[src/rtl/core/tlv_pkg.sv]
// Shared types and constants for the control frame deframer.
// No dependencies; imported by every module of the block.
`timescale 1ns / 1ps
`default_nettype none
package tlv_pkg;

    // Header layout: kind byte, then a big-endian length field
    localparam int LENGTH_BYTES = 4;
    localparam logic [2:0] POS_KIND     = 3'd0;
    localparam logic [2:0] POS_LEN_LAST = 3'(LENGTH_BYTES);
    localparam logic [2:0] POS_PAYLOAD  = 3'(LENGTH_BYTES + 1);

    // Frame kinds
    localparam logic [7:0] KIND_DATA   = 8'd1;
    localparam logic [7:0] KIND_RESIZE = 8'd2;
    localparam logic [7:0] KIND_STOP   = 8'd3;

    // Payload length a resize frame must carry
    localparam logic [31:0] RESIZE_LENGTH = 32'd4;

    // Configuration register indexes and reset values
    localparam logic [1:0] CFG_MAX_PAYLOAD = 2'd0;
    localparam logic [1:0] CFG_DIM_MIN     = 2'd1;
    localparam logic [1:0] CFG_DIM_MAX     = 2'd2;

    localparam logic [16:0] MAX_PAYLOAD_RST = 17'd65536;
    localparam logic [15:0] DIM_MIN_RST     = 16'd2;
    localparam logic [15:0] DIM_MAX_RST     = 16'd1000;

    typedef enum logic [2:0] {
        EV_NONE   = 3'd0,
        EV_DATA   = 3'd1,
        EV_RESIZE = 3'd2,
        EV_STOP   = 3'd3,
        EV_ERROR  = 3'd4
    } event_t;

    typedef struct packed {
        logic [16:0] max_payload;
        logic [15:0] dim_min;
        logic [15:0] dim_max;
    } cfg_t;

    typedef struct packed {
        event_t      ev;
        logic [7:0]  data_byte;
        logic        frame_end;
        logic [15:0] columns;
        logic [15:0] rows;
    } result_t;

endpackage
`default_nettype wire

[src/rtl/core/tlv_parse.sv]
// Input register and per-byte frame parser of the deframer.
// Depends on tlv_pkg for frame constants, config and result types.
`timescale 1ns / 1ps
`default_nettype none
module tlv_parse
    import tlv_pkg::*;
(
    input  wire logic       clk,
    input  wire logic       rst_n,
    input  wire logic       in_valid,
    output logic            in_stall,
    input  wire logic [7:0] in_byte,
    input  wire cfg_t       cfg,
    input  wire logic       slot_free,
    output logic            res_valid,
    output result_t         res
);

    logic        in_valid_reg, in_valid_next;
    logic [7:0]  in_byte_reg;
    logic [2:0]  pos_reg, pos_next;
    logic [7:0]  kind_reg, kind_next;
    logic [31:0] len_reg, len_next;
    logic [16:0] rem_reg, rem_next;
    logic [31:0] word_reg, word_next;
    logic        err_reg, err_next;

    logic        fire;
    logic [31:0] len_full;
    logic [16:0] rem_dec;
    logic [31:0] word_new;
    logic        cols_ok, rows_ok;

    // Process the held byte when the result register can take its result
    assign fire     = in_valid_reg && slot_free;
    assign in_stall = in_valid_reg && !slot_free;

    // Hold the next byte in the input register
    assign in_valid_next = (in_valid && !in_stall) ? 1'b1 : (fire ? 1'b0 : in_valid_reg);

    always_ff @(posedge clk or negedge rst_n)
    begin
        if (!rst_n)
        begin
            in_valid_reg <= 1'b0;
            pos_reg      <= POS_KIND;
            kind_reg     <= '0;
            len_reg      <= '0;
            rem_reg      <= '0;
            word_reg     <= '0;
            err_reg      <= 1'b0;
        end
        else
        begin
            in_valid_reg <= in_valid_next;
            pos_reg      <= pos_next;
            kind_reg     <= kind_next;
            len_reg      <= len_next;
            rem_reg      <= rem_next;
            word_reg     <= word_next;
            err_reg      <= err_next;
        end
    end

    always_ff @(posedge clk)
    begin
        if (in_valid && !in_stall)
        begin
            in_byte_reg <= in_byte;
        end
    end

    // Shifted length, payload count and resize word for this byte
    assign len_full = {len_reg[23:0], in_byte_reg};
    assign rem_dec  = rem_reg - 17'd1;
    assign word_new = {word_reg[23:0], in_byte_reg};
    assign cols_ok  = (word_new[31:16] >= cfg.dim_min) && (word_new[31:16] <= cfg.dim_max);
    assign rows_ok  = (word_new[15:0] >= cfg.dim_min) && (word_new[15:0] <= cfg.dim_max);

    // Advance the frame state and form the result
    always_comb
    begin
        pos_next  = pos_reg;
        kind_next = kind_reg;
        len_next  = len_reg;
        rem_next  = rem_reg;
        word_next = word_reg;
        err_next  = err_reg;
        res_valid = 1'b0;
        res       = '0;
        if (fire && !err_reg)
        begin
            if (pos_reg == POS_KIND)
            begin
                kind_next = in_byte_reg;
                len_next  = '0;
                word_next = '0;
                rem_next  = '0;
                pos_next  = 3'd1;
            end
            else if (pos_reg <= POS_LEN_LAST)
            begin
                len_next = len_full;
                if (pos_reg != POS_LEN_LAST)
                begin
                    pos_next = pos_reg + 3'd1;
                end
                else if (len_full > {15'd0, cfg.max_payload})
                begin
                    err_next  = 1'b1;
                    pos_next  = POS_KIND;
                    res_valid = 1'b1;
                    res.ev    = EV_ERROR;
                end
                else
                begin
                    rem_next = len_full[16:0];
                    if (len_full[16:0] == 17'd0)
                    begin
                        pos_next = POS_KIND;
                        if (kind_reg == KIND_STOP)
                        begin
                            res_valid = 1'b1;
                            res.ev    = EV_STOP;
                        end
                        else if (kind_reg != KIND_DATA)
                        begin
                            err_next  = 1'b1;
                            res_valid = 1'b1;
                            res.ev    = EV_ERROR;
                        end
                    end
                    else
                    begin
                        pos_next = POS_PAYLOAD;
                    end
                end
            end
            else
            begin
                // Payload byte, also for any out-of-range position
                rem_next  = rem_dec;
                word_next = word_new;
                if (rem_dec == 17'd0)
                begin
                    pos_next = POS_KIND;
                end
                if (kind_reg == KIND_DATA)
                begin
                    res_valid     = 1'b1;
                    res.ev        = EV_DATA;
                    res.data_byte = in_byte_reg;
                    res.frame_end = (rem_dec == 17'd0);
                end
                else if (rem_dec == 17'd0)
                begin
                    res_valid = 1'b1;
                    if (kind_reg == KIND_RESIZE && len_reg == RESIZE_LENGTH && cols_ok && rows_ok)
                    begin
                        res.ev      = EV_RESIZE;
                        res.columns = word_new[31:16];
                        res.rows    = word_new[15:0];
                    end
                    else
                    begin
                        err_next = 1'b1;
                        res.ev   = EV_ERROR;
                    end
                end
            end
        end
    end

    // Error flag is sticky until reset
    a_err_sticky: assert property (@(posedge clk) disable iff (!rst_n)
        err_reg |=> err_reg)
        else $error("error flag cleared without reset");

    // Header position stays within the frame layout
    a_pos_range: assert property (@(posedge clk) disable iff (!rst_n)
        pos_reg <= POS_PAYLOAD)
        else $error("header position out of range");

    // No result after an error, and an error result sets the flag
    a_silent_after_err: assert property (@(posedge clk) disable iff (!rst_n)
        err_reg |-> !res_valid)
        else $error("result produced after error");

    a_err_sets_flag: assert property (@(posedge clk) disable iff (!rst_n)
        (res_valid && res.ev == EV_ERROR) |=> err_reg)
        else $error("error result without sticky flag");

    // A result is only produced by a processed byte
    a_res_on_fire: assert property (@(posedge clk) disable iff (!rst_n)
        res_valid |-> fire)
        else $error("result without processed byte");

endmodule
`default_nettype wire

[src/rtl/core/tlv_out_reg.sv]
// Result register of the deframer: holds one result until it is taken.
// Depends on tlv_pkg for the result type.
`timescale 1ns / 1ps
`default_nettype none
module tlv_out_reg
    import tlv_pkg::*;
(
    input  wire logic    clk,
    input  wire logic    rst_n,
    input  wire logic    load,
    input  wire result_t load_res,
    output logic         slot_free,
    output logic         out_valid,
    input  wire logic    out_stall,
    output result_t      out_res
);

    logic    valid_reg, valid_next;
    result_t res_reg;

    // Free when empty or when the held result leaves this cycle
    assign slot_free = !valid_reg || !out_stall;

    assign valid_next = load ? 1'b1 : ((valid_reg && !out_stall) ? 1'b0 : valid_reg);

    always_ff @(posedge clk or negedge rst_n)
    begin
        if (!rst_n)
        begin
            valid_reg <= 1'b0;
        end
        else
        begin
            valid_reg <= valid_next;
        end
    end

    // Capture a new result into the free slot
    always_ff @(posedge clk)
    begin
        if (load)
        begin
            res_reg <= load_res;
        end
    end

    assign out_valid = valid_reg;
    assign out_res   = res_reg;

endmodule
`default_nettype wire

[src/rtl/core/tlv_control_frame_deframer.sv]
// Each accepted byte is held in the input register; its result, if any, is loaded into the
// result register once that register is free, and is presented there until it is taken.
// Throughput: one byte per cycle; the parser handles the held byte whenever
// the result register is free. A byte that causes no result still waits for a free result slot.
// Reset (rst_n low, asynchronous) clears frame state and the error flag and
// restores max_payload 65536, dim_min 2, dim_max 1000. Depends on tlv_pkg.
`timescale 1ns / 1ps
`default_nettype none
module tlv_control_frame_deframer
    import tlv_pkg::*;
(
    input  wire logic        clk,
    input  wire logic        rst_n,
    input  wire logic        in_valid,
    output logic             in_stall,
    input  wire logic [7:0]  in_byte,
    output logic             out_valid,
    input  wire logic        out_stall,
    output logic [2:0]       event_res,
    output logic [7:0]       data_byte,
    output logic             frame_end,
    output logic [15:0]      columns,
    output logic [15:0]      rows,
    input  wire logic        cfg_valid,
    output logic             cfg_ready,
    input  wire logic [1:0]  cfg_index,
    input  wire logic [31:0] cfg_data
);

    cfg_t    cfg_reg, cfg_next;
    logic    slot_free;
    logic    res_valid;
    result_t res;
    result_t out_res;

    // Configuration writes are always taken
    assign cfg_ready = 1'b1;

    always_comb
    begin
        cfg_next = cfg_reg;
        if (cfg_valid)
        begin
            case (cfg_index)
                CFG_MAX_PAYLOAD: cfg_next.max_payload = cfg_data[16:0];
                CFG_DIM_MIN:     cfg_next.dim_min     = cfg_data[15:0];
                CFG_DIM_MAX:     cfg_next.dim_max     = cfg_data[15:0];
                default:         cfg_next = cfg_reg;
            endcase
        end
    end

    always_ff @(posedge clk or negedge rst_n)
    begin
        if (!rst_n)
        begin
            cfg_reg.max_payload <= MAX_PAYLOAD_RST;
            cfg_reg.dim_min     <= DIM_MIN_RST;
            cfg_reg.dim_max     <= DIM_MAX_RST;
        end
        else
        begin
            cfg_reg <= cfg_next;
        end
    end

    tlv_parse u_parse (
        .clk       (clk),
        .rst_n     (rst_n),
        .in_valid  (in_valid),
        .in_stall  (in_stall),
        .in_byte   (in_byte),
        .cfg       (cfg_reg),
        .slot_free (slot_free),
        .res_valid (res_valid),
        .res       (res)
    );

    tlv_out_reg u_out (
        .clk       (clk),
        .rst_n     (rst_n),
        .load      (res_valid),
        .load_res  (res),
        .slot_free (slot_free),
        .out_valid (out_valid),
        .out_stall (out_stall),
        .out_res   (out_res)
    );

    // Drive the result fields
    assign event_res = out_res.ev;
    assign data_byte = out_res.data_byte;
    assign frame_end = out_res.frame_end;
    assign columns   = out_res.columns;
    assign rows      = out_res.rows;

endmodule
`default_nettype wire

[config.mk]
export PLATFORM = sky130hd
export DESIGN_NAME = tlv_control_frame_deframer
export DESIGN_NICKNAME = d
export VERILOG_FILES = /design/src/rtl/core/tlv_pkg.sv /design/src/rtl/core/tlv_parse.sv /design/src/rtl/core/tlv_out_reg.sv /design/src/rtl/core/tlv_control_frame_deframer.sv
export SDC_FILE = /design/constraint.sdc
export NUM_CORES = 1
export LEC_CHECK = 0
export BUFFER_PORTS_ARGS = -buffer_cell sky130_fd_sc_hd__buf_4
export CORE_UTILIZATION = 27
export DETAILED_ROUTE_END_ITERATION = 7
export GPL_TIMING_DRIVEN = 0
export REMOVE_ABC_BUFFERS = 1
export SETUP_SLACK_MARGIN = 0.15
export SYNTH_ARGS = -nofsm -noshare
export SYNTH_HDL_FRONTEND = slang
export SYNTH_SLANG_ARGS = --single-unit
[constraint.sdc]
create_clock -name clk -period 5.4 [get_ports clk]
set_input_delay 0 -clock clk [delete_from_list [all_inputs] [get_ports clk]]
set_output_delay 0 -clock clk [all_outputs]
set_load 0.005 [all_outputs]
==> impl_metrics.toml <==
[timing]
fmax_mhz = 249.1
setup_viol = 0
final.setup.worst_slack_ns = 1.386
finalCriticalPeriod_ns = 4.014
fin_worst_skew_ns = 0.01693
fin_setup_tns_ns = 0
hold_viol_final = 0
rsz0062_at_grt = "false"
tightestPinTransition_ns = 1.296
maxSlewViolCount = 0
fin_crit_sh_pct = 74.33
slew_headroom_pct = 13.30

[floorplanning]
coreArea_sq_um = 35570
placementRows = 69
boundaryPins = 94
die_area_sq_um = 36940
die_w_um = 192.2
initial_core_util_pct = 27.46
die_h_um = 192.2

[logic_synthesis]
ys_async_sr_fraction_pct = 72.34
postSynthAreaPerCell_sq_um = 11.02
ys_seq_area_share_pct = 50.93
yosysWarnings = 0
synth_edf_count = 52
synth_ff_type = "dfrtp_1"
syn_inst = 886
ys_ff_latch = 188
synth_area_sq_um = 9768
synth_cell_types = 64

[pwr]
p_switching_uw = 955.8
pwr-share-comb_pct = 12.1
power_frac_seq_pct = 48.0
p_sw_share_pct = 28.75
clock_power_share_pct = 39.9
ir_drop_v = 0.0002130
p_per_area_nw_per_um2 = 279.1
p_leak_uw = 0.005198
p_int_uw = 2369

[global_route]
grt_max_degree = 78
overflow = 0
grt_usage_pct = 14.53
grt_pass1_wl_um = 40710
antenna_found_initial = 0
grt_pass1_vias = 7043

[run_status]
status = "completed"

[drt]
dr_total_vias = 7178
ant_nets = 0
vias_per_cell = 4.896
routedWlPerCell_um = 17.46
wl_um = 25590
first_pass_iters = 5
drt_iter0_markers = 549
drc = 0

[finish]
largest_register_ffs = 49
final_common_cell = "dfrtp_1"
layout_common_cells = "dfrtp_1 (128), ha_1 (89), buf_4 (76)"
drive_gt1_share_pct = 17.81
fin_util_pct = 33.49
syn_to_final_growth_pct = 21.94
final_nets = 1128
n_antenna_cell = 0

[clocking]
clock_latency_ns = 0.45
path_clk_slew_ns = 0.08
post_cts_resize_count = 0
cts_root_buf = "clkbuf_16"
cts_buffers = 17
post-cts-setup-buffer-count = 0
clkSinkCount = 188
clk_path_buf_depth = 2
cts_tree = "built"
htreeDepth = 4
hold_buffers = 43

[setup_path]
critical_path_class = "flip-flop to flip-flop"
cp_max_fo = 27
cp-end-kind = "flip-flop"
cp-start-kind = "flip-flop"
critPathArrivalTime_ns = 4.33
cp_data_required_time_ns = 5.72

[placement]
portBuffers = 77
place_ws_ns = 0.9341
place_congestion = 0.8566
detailed_place_hpwl_um = 18270

[min_path]
hold_class = "input port to flip-flop"

[job]
drv_cap = 0
## final timing paths
| path | start | end | slack (ns) | cells after the start |
|---|---|---|---|---|
| setup / recovery | u_parse.pos_reg[0] | u_out.out_res[21] | 1.39 | 11 |
| hold / removal | cfg_index[0] | cfg_reg[32] | 0.07 | 3 |
| setup reg to reg | u_parse.pos_reg[0] | u_out.out_res[21] | 1.39 | 11 |
| hold reg to reg | u_parse.err_reg | u_parse.err_reg | 0.48 | 2 |
| max in group asynchronous | rst_n | cfg_reg[17] | 4.43 | 3 |
| min in group asynchronous | rst_n | u_parse.kind_reg[3] | 0.12 | 2 |
## layer usage
metal | vias up | wire length (um) | global-route usage, %
met5 | - | 0 | 0
met4 | 0 | 405 | 4.058
met3 | 33 | 1198 | 2.686
met2 | 185 | 11080 | 21.71
met1 | 3496 | 12910 | 21.19
li1 | 3464 | - | -
## power groups by stage
stage	clock network (uW)	logic, uW	registers (uW)
floorplan	0	243	1590
global placement	0	349	1620
detailed placement	0	370	1620
CTS	1360	404	1590
global route	1420	458	1600
finish	1330	402	1590
## critical path, cell delays in order (launching register included)
cell	delay, ns
dfrtp_1	0.41
inv_1	0.06
ha_1	0.27
inv_1	0.10
ha_1	0.69
and4b_1	0.30
nand3_1	0.08
nor4_1	0.53
o2111ai_1	0.44
nor4b_4	0.57
buf_6	0.25
and2_1	0.15
## stage by stage
stage	cells	instance area (sq um)	hold WS (ns)	total power, uW
final	1466	11910	0.06644	3325
after global routing	1466	11910	0.08462	3480
after CTS	1465	11900	0.05002	3356
after detailed placement	1390	10830	0.02403	1994
after global placement	1387	10760	0.1800	1972
after floorplan	849	9602	-0.2956	1836
## cells in the mapped netlist (all sizes together) (22+ instances only)
library cell | count | area [sq um]
a21oi | 46 | 234.0
a22o | 41 | 359.1
and2 | 42 | 262.8
clkbuf | 31 | 116.4
dfrtp | 128 | 3203
edfxtp | 52 | 1562
ha | 89 | 1114
inv | 61 | 229.0
mux2 | 41 | 461.7
nand2 | 55 | 206.5
nor2 | 33 | 123.9
nor4 | 22 | 137.6
o21ai | 69 | 349.1
## cells by family (layout without fill, tap and decap cells)
logic type                 after synthesis  count (layout)  share of synthesized area (%)
and+or+nand+nor                        246             246                          13.76
AOI/OAI and AO/OA                      216             216                          14.49
DFF                                    188             188                          50.93
buffers and inverters                   99             218                          4.086
adders and majority gates               89              89                          11.40
muxes                                   44              44                          5.034
xor gates and xnor gates                 3               3                         0.2690
other                                    1               1                        0.03839
## layout make-up
class                      instances  area [sq um]
clock buffer                      17         425.4
clock inverter                    15         214.0
fill                            3554         23660
inverter                          62         232.7
multi-input combinational        599          4405
sequential                       188          4975
tap                              461         576.8
timing repair buffer             124          1082
No activity file was read; power rests on OpenSTA's default activity.
